==> config.mk <==
export PLATFORM = sky130hd
export DESIGN_NAME = pid_cfg_regs_flat
export DESIGN_NICKNAME = d
export VERILOG_FILES = /design/src/sv/pid_pkg.sv /design/src/sv/pid_if.sv /design/src/sv/pid_cfg_regs.sv /design/src/flat_wrapper.sv
export SDC_FILE = /design/constraint.sdc
export NUM_CORES = 1
export LEC_CHECK = 0
export BUFFER_PORTS_ARGS = -buffer_cell sky130_fd_sc_hd__buf_4
export CAP_MARGIN = 20
export CORE_AREA = 2 2 106 87
export CTS_CLUSTER_SIZE = 28
export DETAILED_ROUTE_END_ITERATION = 12
export DIE_AREA = 0 0 108 89
export HOLD_SLACK_MARGIN = 0.05
export PLACE_DENSITY = 0.75
export SETUP_SLACK_MARGIN = 0.4
export SYNTH_ARGS = -nofsm -noshare
export SYNTH_HDL_FRONTEND = slang
export SYNTH_SLANG_ARGS = --single-unit
==> constraint.sdc <==
create_clock -name clk -period 0.85 [get_ports clk]
set_clock_uncertainty 0.1 [all_clocks]
set_input_delay 0.17 -clock clk [delete_from_list [all_inputs] [get_ports clk]]
set_output_delay 0.17 -clock clk [all_outputs]
set_load 0.02 [all_outputs]
==> src/sv/pid_pkg.sv <==
// ----------------------------------------------------------------------------
// pid_pkg
// Shared widths, register indexes and types of the PID controller.
// ----------------------------------------------------------------------------
package pid_pkg;

	localparam int DATA_W  = 16;
	localparam int ERR_W   = DATA_W + 1;
	localparam int TOTAL_W = 32;
	localparam int IDX_W   = 3;
	localparam int FRAC_W  = 8;

	typedef enum logic [IDX_W-1:0] {
		REG_SETPOINT   = 3'd0,
		REG_GAIN_P     = 3'd1,
		REG_GAIN_I     = 3'd2,
		REG_GAIN_D     = 3'd3,
		REG_LIMIT_HIGH = 3'd4,
		REG_LIMIT_LOW  = 3'd5,
		REG_MODE       = 3'd6
	} reg_idx_t;

	typedef struct packed {
		logic signed [DATA_W-1:0] setpoint;
		logic signed [DATA_W-1:0] gain_p;
		logic signed [DATA_W-1:0] gain_i;
		logic signed [DATA_W-1:0] gain_d;
		logic signed [DATA_W-1:0] limit_high;
		logic signed [DATA_W-1:0] limit_low;
		logic                     incremental_mode;
	} cfg_t;

	typedef struct packed {
		logic signed [ERR_W-1:0]   error_prev;
		logic signed [ERR_W-1:0]   error_prev2;
		logic signed [TOTAL_W-1:0] error_total;
		logic signed [DATA_W-1:0]  drive_prev;
	} state_t;

endpackage

==> src/sv/pid_if.sv <==


interface pid_cfg_if;
	logic                         valid;
	logic                         ready;
	logic [pid_pkg::IDX_W-1:0]    index;
	logic [pid_pkg::DATA_W-1:0]   data;

	modport source (output valid, output index, output data, input ready);
	modport sink   (input valid, input index, input data, output ready);
endinterface

==> src/sv/pid_cfg_regs.sv <==
// ----------------------------------------------------------------------------
// pid_cfg_regs
// Register bank for setpoint, gains, clamp limits and mode.
// ----------------------------------------------------------------------------
module pid_cfg_regs (
	input  logic          clk,
	input  logic          arst_n,
	pid_cfg_if.sink       cfg,
	output pid_pkg::cfg_t regs
);
	import pid_pkg::*;

	cfg_t regs_q;

	assign cfg.ready = 1'b1;
	assign regs      = regs_q;

	always_ff @(posedge clk or negedge arst_n) begin
		if (!arst_n) begin
			regs_q.setpoint         <= '0;
			regs_q.gain_p           <= DATA_W'(256);
			regs_q.gain_i           <= '0;
			regs_q.gain_d           <= '0;
			regs_q.limit_high       <= DATA_W'(32767);
			regs_q.limit_low        <= DATA_W'(-32768);
			regs_q.incremental_mode <= 1'b0;
		end else if (cfg.valid && cfg.ready) begin
			unique case (cfg.index)
				REG_SETPOINT:   regs_q.setpoint         <= cfg.data;
				REG_GAIN_P:     regs_q.gain_p           <= cfg.data;
				REG_GAIN_I:     regs_q.gain_i           <= cfg.data;
				REG_GAIN_D:     regs_q.gain_d           <= cfg.data;
				REG_LIMIT_HIGH: regs_q.limit_high       <= cfg.data;
				REG_LIMIT_LOW:  regs_q.limit_low        <= cfg.data;
				REG_MODE:       regs_q.incremental_mode <= cfg.data[0];
				default: ;
			endcase
		end
	end

endmodule

==> src/flat_wrapper.sv <==
// flat-port wrapper written by rule: the top's interface ports become plain ports
module pid_cfg_regs_flat import pid_pkg::*;
  (clk, arst_n, regs, cfg_valid, cfg_index, cfg_data, cfg_ready);
  pid_cfg_if cfg_i ();
  input  logic clk;
  input  logic arst_n;
  output pid_pkg::cfg_t regs;
  input wire logic [$bits(cfg_i.valid)-1:0] cfg_valid;
  input wire logic [$bits(cfg_i.index)-1:0] cfg_index;
  input wire logic [$bits(cfg_i.data)-1:0] cfg_data;
  output wire logic [$bits(cfg_i.ready)-1:0] cfg_ready;
  assign cfg_i.valid = cfg_valid;
  assign cfg_i.index = cfg_index;
  assign cfg_i.data = cfg_data;
  assign cfg_ready = cfg_i.ready;
  pid_cfg_regs u_core (.clk(clk), .arst_n(arst_n), .cfg(cfg_i), .regs(regs));
endmodule
# Word level (Yosys, flattened, before mapping)
# Cells that the tools add are included.
[classes]
eq_ne = 6
n_reduce_logical = 8
[ops]
columns = ["operator", "n"]
rows = [
  ["2-bit AND reduction", 7],
  ["3-bit equality test, second input constant", 3],
  ["3-bit by 2-bit equality test with 1-bit output, second input constant", 2],
  ["3-bit by 1-bit equality test with 1-bit output, second input constant", 1],
  ["3-bit zero test", 1],
]
[word_totals]
register_bits = 97
out_inout_bits = 98
wordCells = 21

# Depth between registers and ports, before layout
# Gate-level depths: netlist of run 1.
[logic_depth]
depth_word = 2
mapped_depth = 5
mapped_depth_nobuf = 2

# Worst setup path after synthesis of run 1
# Ideal clock, no wire load.
[synth_path]
kind = "in2reg"
startpoint = "input cfg_index[0]"
endpoint = "register u_core.regs_q, in the netlist u_core.regs[86]"
setup_ps = 125
arrival_time_ps = 1234
slack_ps = -609
path_stages = 4
path_buffers = 2
path_cell_list = "buf_6 -> nor4b_4 -> buf_6 -> mux2_2"
[synth_via]
elab_chain_cells = 2
[synth_rtl]
columns = ["item", "line_no", "rtl"]
rows = [
  ["from (decl)", "flat_wrapper.sv:9", "input wire logic [$bits(cfg_i.index)-1:0] cfg_index;"],
  ["3-bit zero test", "pid_cfg_regs.sv:28", "unique case (cfg.index)"],
  ["2-bit AND reduction (no source line)", "-", ""],
  ["to (decl)", "pid_cfg_regs.sv:13", "cfg_t regs_q;"],
]
# Every way passes these cells.
# A chain may end at the register's enable or synchronous reset.

# Worst setup path after layout of run 1
[layout_path]
startpoint = "register u_core.regs_q, in the netlist u_core.regs[28]"
endpoint = "output regs[28] (netlist bit)"
[layout_lines]
columns = ["item", "line_no", "rtl"]
rows = [
  ["to (decl)", "flat_wrapper.sv:7", "output pid_pkg::cfg_t regs;"],
]
# No word-level cell between the ends.

==> results of run 1 <==
==> through the flow <==
stage	instances	hold WS, ns	total power, uW	worst slack [ns]
final	527	-0.442	16800	-0.472
after global placement	449	-0.0528	11200	-0.543
after detailed placement	449	-0.0501	11300	-0.562
after global routing	527	-0.451	17400	-0.503
after floorplan	213	-0.226	9020	-0.606
after CTS	497	-0.445	16000	-0.474
==> where the power goes <==
group          switching [uW]  internal [uW]
clock                    1640           1460
combinational            2630           4300
sequential                900           5850
total                    5170          11600
==> how the worst max path moves through the flow <==
stage	startpoint	end	slack, ns	depth (start not counted)
after CTS	u_core.regs[24]$_DFFE_PN1P_	regs[24]	-0.47	1
final	u_core.regs[28]$_DFFE_PN1P_	regs[28]	-0.47	1
after floorplan	cfg_index[0]	u_core.regs[86]$_DFFE_PN0P_	-0.61	4
after global placement	cfg_index[1]	u_core.regs[32]$_DFFE_PN0P_	-0.54	4
after detailed placement	cfg_index[1]	u_core.regs[84]$_DFFE_PN0P_	-0.56	4
after global routing	u_core.regs[18]$_DFFE_PN1P_	regs[18]	-0.50	1
==> cell families (layout without fill, tap and decap cells) <==
group,after synthesis,after routing,synth area share (%)
buf+inv,11,213,3.25
flops,97,97,63.7
mux,97,97,30.4
other cells,1,1,0.0975
simple gates,7,7,2.60
==> synth_stat cells (all sizes together) <==
cell type   n
buf        11
nor4b       1
and4bb      3
dfrtp      80
mux2       97
nand4b      3
conb        1
dfstp      17
==> metal layers <==
metal | vias to the layer above | track usage, %
met1 | 1382 | 29.3
met2 | 78 | 40.9
met4 | 0 | 6.29
met5 | - | 0
li1 | 1145 | -
met3 | 12 | 5.32
==> timing repair <==
item / 4_1_cts / 5_1_grt
buffers inserted: 29 / 30
gates resized for setup: 166 / 35
pin swaps: 4 / 2
hold endpoints to repair: 194 / 194
gates cloned: 3 / 0
endpoints found under the setup margin: 194 / 194
==> final cells by class <==
class | instances | share of cell area [%]
Timing Repair Buffer | 197 | 34.1
Sequential cell | 97 | 37.3
Clock buffer | 11 | 2.11
Clock inverter | 5 | 0.953
Tap cell | 112 | 2.09
Multi-Input combinational cell | 105 | 23.5
==> impl_metrics.json, run 1 <==
{
  "multi_input_area_sq_um": 1570,
  "finalWeightedCongestion": 0.729,
  "finalSetupViolCount": 194,
  "ys_ff_latch": 97,
  "first_iter_violations": 99,
  "largest_reg_flops": 97,
  "port_buffers": 118,
  "final_common_cell": "buf_6",
  "cts_max_level": 3,
  "timing.hold.ws_ns": -0.442,
  "syn_area_per_cell_sq_um": 18.1,
  "grt_pass1_wl_um": 16400,
  "layout_common_cells": "137 x buf_6, 92 x mux2_4, 42 x dfrtp_1, 38 x dfrtp_2, 37 x buf_4",
  "syn2layout_area_growth_pct": 74.1,
  "top_layer": "met4",
  "grt_max_degree": 29,
  "ir_drop_mv": 1.25,
  "cap_violations": 0,
  "slowest_delay_ns": 0.57,
  "rrSetupSlack_ns": -0.27,
  "cts.sinks": 97,
  "fillCellCount": 460,
  "r2r_start": "u_core.regs[64]$_DFFE_PN0P_",
  "r2r_end": "u_core.regs[64]$_DFFE_PN0P_",
  "wl_per_cell_um": 21.2,
  "yosysSeqAreaShare_pct": 63.7,
  "route.met3.wl_um": 478,
  "grt_overflow": 0,
  "yosysTopAreaCell": "dfrtp_1",
  "antenna_found_initial": 0,
  "diodes": 0,
  "worstSetupPathType": "flip-flop to primary output",
  "setup_tns_ns": -48.56,
  "critPathTopFamily": "flip-flops",
  "vias": 2617,
  "hold_viol": 122,
  "ant_nets": 0,
  "setup_slack_ns": -0.472,
  "hold_class": "input pin to async pin",
  "yosys-top-cells-area": "dfrtp_1 52%, mux2_2 21%, dfstp_2 12%",
  "dieArea_sq_um": 9610,
  "wl_um": 11200,
  "synth_cell_types": 15,
  "ff2ff_path_depth": 3,
  "post-route-period-util_pct": 156,
  "regArea_sq_um": 2500,
  "first_pass_iters": 4,
  "outcome": "complete, but fails checks",
  "grt_pass1_vias": 2785,
  "startpoint_type": "flip-flop",
  "final_max_slew_viol_count": 0,
  "fin_area_sq_um": 6700,
  "synth_cells": 213,
  "dpl-instance-area_sq_um": 5180,
  "p_per_area_nw_per_um2": 2510,
  "die_w_um": 108,
  "clk_latency_ns": 0.37,
  "cts.clk_slew.worst_paths_ns": 0.09,
  "crit_slowest_cell": "dfstp_2",
  "violations": "negative hold slack, negative setup slack",
  "worstPathRequired_ns": 0.58,
  "vias_per_cell": 4.97,
  "critPathMaxFanout": 2,
  "p_leak_uw": 0.00321,
  "cts_made_buffers": 9,
  "fp-row-count": 30,
  "cts_buffer_depth": 2,
  "fin_util_pct": 79.3,
  "hpwlAfterDp_um": 6250,
  "arrival_ns": 1.05,
  "root_buffer": "clkbuf_8",
  "fp.dieH_um": 89,
  "drc": 0,
  "fin_crit_ns": 1.32,
  "crit_chain": "buf_6",
  "maxClockFrequency_mhz": 756,
  "grt_usage_pct": 23.2,
  "met2_length_um": 5840,
  "core-area_sq_um": 8450,
  "cts_tree": "yes",
  "netlist_area_sq_um": 3840,
  "yosysTopAreaCellShare_pct": 52.1,
  "initial_utilization_pct": 45.5,
  "endpoint_kind": "primary output",
  "wl_met1_um": 4710,
  "ys_warn_count": 0,
  "worst-path-buf-inv": 1,
  "num_io_pins": 120,
  "synth_nets": 235,
  "fin_nets": 432,
  "drive_gt1_share_pct": 89.2,
  "grt_setup_unrepaired": "true"
}
No activity file was read; power rests on OpenSTA's default activity.
==> inputs of run 2 (changes only) <==
--- a/config.mk
+++ b/config.mk
@@ -7,12 +7,15 @@
 export LEC_CHECK = 0
 export BUFFER_PORTS_ARGS = -buffer_cell sky130_fd_sc_hd__buf_4
 export CAP_MARGIN = 20
-export CORE_AREA = 2 2 106 87
+export CELL_PAD_IN_SITES_DETAIL_PLACEMENT = 1
+export CELL_PAD_IN_SITES_GLOBAL_PLACEMENT = 1
+export CORE_AREA = 2 2 117 97
 export CTS_CLUSTER_SIZE = 28
 export DETAILED_ROUTE_END_ITERATION = 12
-export DIE_AREA = 0 0 108 89
+export DIE_AREA = 0 0 119 99
 export HOLD_SLACK_MARGIN = 0.05
-export PLACE_DENSITY = 0.75
+export MAX_ROUTING_LAYER = met4
+export PLACE_DENSITY_LB_ADDON = 0.1
 export SETUP_SLACK_MARGIN = 0.4
 export SYNTH_ARGS = -nofsm -noshare
 export SYNTH_HDL_FRONTEND = slang
==> constraint.sdc (replaced) <==
create_clock -name clk -period 0.85 [get_ports clk]
set_clock_uncertainty 0.1 [all_clocks]
set_input_delay 0.17 -clock clk [delete_from_list [all_inputs] [get_ports clk]]
set_output_delay 0.17 -clock clk [all_outputs]
set_load 0.1 [all_outputs]
==> run 2 against run 1 <==
  * The run still ends with negative hold slack, negative setup slack left
  * Die area increased by 23%
  * Fmax down 7.9%
  * Sequential cell count is the same
  * Via count is 1.6% lower
  * Cell count grew 1.7%
  * Non-clock buffer count decreased by 23
  * Setup slack worse by 0.11 ns
  * Clock power increased by 38%
  * Hold slack improved by 0.16 ns
  * Combinational power grew 120%
==> impl_metrics.json, run 2 (same netlist as run 1, synthesis figures left out) <==
{
  "fin_util_pct": 73.0,
  "power_frac_clock_pct": 15.6,
  "design_power_total_uw": 27400,
  "slowest_delay_ns": 0.64,
  "worstSetupPathType": "flip-flop to primary output",
  "ant_nets": 0,
  "grt_max_degree": 33,
  "fin_area_sq_um": 7730,
  "internal-power_uw": 14900,
  "timing.hold.ws_ns": -0.286,
  "first_pass_iters": 4,
  "fp.dieH_um": 99,
  "p_comb_share_pct": 55.8,
  "cts.sinks": 97,
  "p_per_area_nw_per_um2": 3550,
  "initial_utilization_pct": 36.3,
  "worst-path-buf-inv": 1,
  "crit_slowest_cell": "dfstp_4",
  "grt_pass1_vias": 2914,
  "maxClockFrequency_mhz": 697,
  "endpoint_kind": "primary output",
  "final_max_slew_viol_count": 0,
  "first_iter_violations": 103,
  "core-area_sq_um": 10600,
  "layout_common_cells": "109 x buf_12, 97 x mux2_4, 80 x dfrtp_4, 38 x buf_6, 23 x buf_4",
  "finalSetupViolCount": 194,
  "ir_drop_mv": 1.99,
  "hpwlAfterDp_um": 6850,
  "antenna_found_initial": 0,
  "violations": "negative hold slack, negative setup slack",
  "critPathTopFamily": "flip-flops",
  "dieArea_sq_um": 11800,
  "fin_nets": 409,
  "syn2layout_area_growth_pct": 101,
  "cts.clk_slew.worst_paths_ns": 0.08,
  "fp-row-count": 34,
  "cts_made_buffers": 9,
  "cts_buffer_depth": 2,
  "final_common_cell": "buf_12",
  "grt_overflow": 0,
  "p_sw_uw": 12500,
  "hold_class": "input pin to async pin",
  "dpl-instance-area_sq_um": 5540,
  "critPathMaxFanout": 2,
  "setup_tns_ns": -62.46,
  "port_buffers": 118,
  "wl_um": 14100,
  "fillCellCount": 773,
  "drive_gt1_share_pct": 99.2,
  "rrSetupSlack_ns": -0.38,
  "die_w_um": 119,
  "sequentialPowerShare_pct": 28.6,
  "cts_max_level": 3,
  "vias_per_cell": 4.80,
  "root_buffer": "clkbuf_16",
  "outcome": "complete, but fails checks",
  "drc": 0,
  "startpoint_type": "flip-flop",
  "num_io_pins": 120,
  "hold_viol": 97,
  "setup_slack_ns": -0.585,
  "finalWeightedCongestion": 0.730,
  "clk_latency_ns": 0.33,
  "largest_reg_flops": 97,
  "diodes": 0,
  "crit_chain": "buf_12",
  "arrival_ns": 1.17,
  "grt_pass1_wl_um": 19100,
  "cap_violations": 0,
  "worstPathRequired_ns": 0.58,
  "cts_tree": "yes",
  "p_leak_uw": 0.00339,
  "grt_setup_unrepaired": "true",
  "wl_per_cell_um": 26.3,
  "p_sw_share_pct": 45.5,
  "vias": 2575,
  "post-route-period-util_pct": 169,
  "fin_crit_ns": 1.44,
  "grt_usage_pct": 22.4
}
run 2: changes by cell type in the layout (fill, tap and decap cells not counted), sizes merged:
cell and change:
buf -23
run 2: final timing paths:
check,startpoint,to,cells past startpoint
worst max register to register,u_core.regs[57]$_DFFE_PN0P_,u_core.regs[57]$_DFFE_PN0P_,3
max in group asynchronous,arst_n,u_core.regs[27]$_DFFE_PN1P_,2
min in group clk,cfg_data[11],u_core.regs[60]$_DFFE_PN0P_,2
worst max-delay path,u_core.regs[28]$_DFFE_PN1P_,regs[28],1
worst min register to register,u_core.regs[75]$_DFFE_PN0P_,u_core.regs[75]$_DFFE_PN0P_,1
worst min-delay path,arst_n,u_core.regs[66]$_DFFE_PN0P_,2
run 2: layout make-up:
class                   instances  area [sq um]  share of cell area [%]
repair buffers                174          2860                    36.9
flip-flops and latches         97          2810                    36.4
multi-input cells             105          1580                    20.4
clock buffers                  11           243                    3.14
well taps                     144           180                    2.33
clock inverters                 5          63.8                   0.825
run 2: what timing repair did:
action | CTS | global route
pin swaps | 3 | 1
setup buffers | 11 | 27
endpoints found under the hold margin | 194 | 193
gates cloned | 1 | 0
gates resized for setup | 356 | 29
endpoints found under the setup margin | 194 | 194
run 2: per-stage QoR:
stage	worst slack, ns	cells
2_1_floorplan	-0.606	213
3_3_place_gp	-0.558	481
3_5_place_dp	-0.562	481
4_1_cts	-0.582	509
5_1_grt	-0.609	536
6_report	-0.585	536
run 2: power groups by stage:
stage,clock [uW],combinational [uW],sequential [uW]
2_1_floorplan,0,1390,14800
3_3_place_gp,0,11300,7090
3_5_place_dp,0,11300,7110
4_1_cts,4280,14500,7660
5_1_grt,4530,15600,7960
6_report,4280,15300,7840
run 2: layer usage:
metal  track usage, %  wire length (um)  vias to the layer above
met5                -                 0                        -
met3             5.96               648                       17
li1                 -                 -                     1098
met2             37.1              7310                       85
met1             27.7              5910                     1375
met4             5.04               236                        0
==> inputs of run 3 (changes only) <==
--- a/config.mk
+++ b/config.mk
@@ -9,10 +9,10 @@
 export CAP_MARGIN = 20
 export CELL_PAD_IN_SITES_DETAIL_PLACEMENT = 1
 export CELL_PAD_IN_SITES_GLOBAL_PLACEMENT = 1
-export CORE_AREA = 2 2 117 97
+export CORE_AREA = 4 4 114 94
 export CTS_CLUSTER_SIZE = 28
 export DETAILED_ROUTE_END_ITERATION = 12
-export DIE_AREA = 0 0 119 99
+export DIE_AREA = 0 0 118 98
 export HOLD_SLACK_MARGIN = 0.05
 export MAX_ROUTING_LAYER = met4
 export PLACE_DENSITY_LB_ADDON = 0.1
==> constraint.sdc (replaced) <==
create_clock -name clk -period 1.4 [get_ports clk]
set_clock_uncertainty 0.1 [all_clocks]
set_input_delay 0.07 -clock clk [delete_from_list [all_inputs] [get_ports clk]]
set_output_delay 0.07 -clock clk [all_outputs]
set_load 0.1 [all_outputs]
==> run 3 against run 2 <==
  * The flow now finishes without violations
  * Highest routed layer unchanged
  * Cell count decreased by 6.0%
  * Via count down 2.4%
  * Largest power group unchanged
  * Die area is 1.8% lower
==> impl_metrics.json, run 3 (same netlist as run 1, synthesis figures left out) <==
{
  "fin_nets": 402,
  "regArea_sq_um": 2680,
  "grt_setup_unrepaired": "true",
  "vias_per_cell": 4.98,
  "core-area_sq_um": 9530,
  "fillCellCount": 714,
  "endpoint_kind": "primary output",
  "largest_reg_flops": 97,
  "grt_max_degree": 98,
  "globalRouteMet1Util_pct": 25.8,
  "use_met3_pct": 6.08,
  "outcome": "completed",
  "maxClockFrequency_mhz": 739,
  "final_max_slew_viol_count": 0,
  "hold_viol": 0,
  "wl_per_cell_um": 27.3,
  "cap_violations": 0,
  "slowest_delay_ns": 0.65,
  "arrival_ns": 1.18,
  "critPathTopFamily": "flip-flops",
  "hpwlAfterDp_um": 6970,
  "fp.dieH_um": 98,
  "fp-row-count": 32,
  "fin_crit_ns": 1.35,
  "first_iter_violations": 104,
  "root_buffer": "clkbuf_16",
  "r2r_end": "u_core.regs[32]$_DFFE_PN0P_",
  "cts.clk_slew.worst_paths_ns": 0.07,
  "cts_buffer_depth": 2,
  "whs_endpoint": "u_core.regs[0]$_DFFE_PN0P_",
  "grt_pass1_wl_um": 19200,
  "dieArea_sq_um": 11600,
  "hold_path_depth": 3,
  "startpoint_type": "flip-flop",
  "wl_um": 13700,
  "diodes": 0,
  "worst_pin_slew_ns": 0.543,
  "first_pass_iters": 4,
  "layout_common_cells": "99 x buf_12, 70 x mux2_4, 38 x dfrtp_2, 35 x buf_4, 33 x dfrtp_4",
  "grt_usage_pct": 22.7,
  "slew_headroom_pct": 63.8,
  "crit_slowest_cell": "dfstp_4",
  "p_per_area_nw_per_um2": 2230,
  "die_w_um": 118,
  "worstSetupPathType": "flip-flop to primary output",
  "worstPathRequired_ns": 1.23,
  "multi_input_area_sq_um": 1460,
  "hp-start": "cfg_valid",
  "syn2layout_area_growth_pct": 87.0,
  "ff2ff_path_depth": 2,
  "num_io_pins": 120,
  "rrSetupSlack_ns": 0.28,
  "r2r_start": "u_core.regs[32]$_DFFE_PN0P_",
  "hold_class": "input pin to flip-flop",
  "clk_latency_ns": 0.35,
  "setup_tns_ns": 0,
  "worst-path-buf-inv": 1,
  "post-route-period-util_pct": 96.6,
  "initial_utilization_pct": 40.3,
  "grt_pass1_vias": 2994,
  "finalSetupViolCount": 0,
  "antenna_found_initial": 0,
  "gr-max-usage-layer": "met2",
  "design_power_total_uw": 16000,
  "finalWeightedCongestion": 0.711,
  "final_common_cell": "buf_12",
  "vias": 2512,
  "p_leak_uw": 0.00315,
  "critPathMaxFanout": 2,
  "cts_max_level": 3,
  "ir_drop_mv": 1.70,
  "crit_chain": "buf_12",
  "port_buffers": 118,
  "cts_tree": "yes",
  "drc": 0,
  "cts.sinks": 97,
  "drive_gt1_share_pct": 92.5,
  "ant_nets": 0,
  "cts_made_buffers": 9,
  "grt_overflow": 0,
  "grt_util_met2_pct": 40.2
}
run 3: changes by cell type in the layout (fill, tap and decap cells not counted), sizes merged:
cell | previous run | this run
clkbuf | 11 | 9
clkinvlp | 1 | 3
buf | 174 | 150
dlygate4sd3 | 0 | 17
run 3: layer usage:
| metal | vias to the layer above | wire [um] |
|---|---|---|
| met5 | - | 0 |
| met4 | 0 | 186 |
| met3 | 14 | 686 |
| met2 | 81 | 7510 |
| met1 | 1327 | 5360 |
| li1 | 1090 | - |
run 3: timing repair:
action	in CTS	in global routing
pin swaps	0	1
setup endpoints to repair	97	121
hold endpoints to repair	183	0
resized for setup	262	52
hold buffers	17	0
buffers inserted	12	6
run 3: worst max-delay path by stage:
stage,cells past startpoint,from,to,slack (ns)
6_report,1,u_core.regs[18]$_DFFE_PN1P_,regs[18],0.05
5_1_grt,1,u_core.regs[18]$_DFFE_PN1P_,regs[18],0.02
4_1_cts,1,u_core.regs[18]$_DFFE_PN1P_,regs[18],0.05
3_5_place_dp,4,cfg_index[1],u_core.regs[93]$_DFFE_PN0P_,0.04
3_3_place_gp,4,cfg_index[1],u_core.regs[96]$_DFFE_PN0P_,0.09
2_1_floorplan,4,cfg_index[0],u_core.regs[86]$_DFFE_PN0P_,0.04
run 3: metrics by stage:
| step | instance area, sq um | setup WS (ns) | util, % | cells | hold slack [ns] |
|---|---|---|---|---|---|
| finish | 7190 | 0.0470 | 75.5 | 504 | 0.0771 |
| global route | 7190 | 0.0219 | 75.5 | 504 | 0.0861 |
| CTS | 6940 | 0.0538 | 72.8 | 498 | 0.0563 |
| detailed placement | 5290 | 0.0378 | 55.5 | 453 | 0.0728 |
| global placement | 5290 | 0.0870 | 55.5 | 453 | 0.0660 |
| floorplan | 4250 | 0.0434 | - | 213 | -0.326 |
run 3: layout make-up:
type | instances | share of cell area, %
clock buffers | 9 | 3.13
clock inverters | 7 | 1.10
repair buffers | 167 | 36.1
multi-input cells | 105 | 20.3
flip-flops and latches | 97 | 37.3
well taps | 119 | 2.07
run 3: where the power goes:
group / leakage, uW / switching, uW / internal (uW)
clock network: 0.000138 / 1180 / 1400
logic: 0.00194 / 5490 / 3360
registers: 0.00107 / 835 / 3770
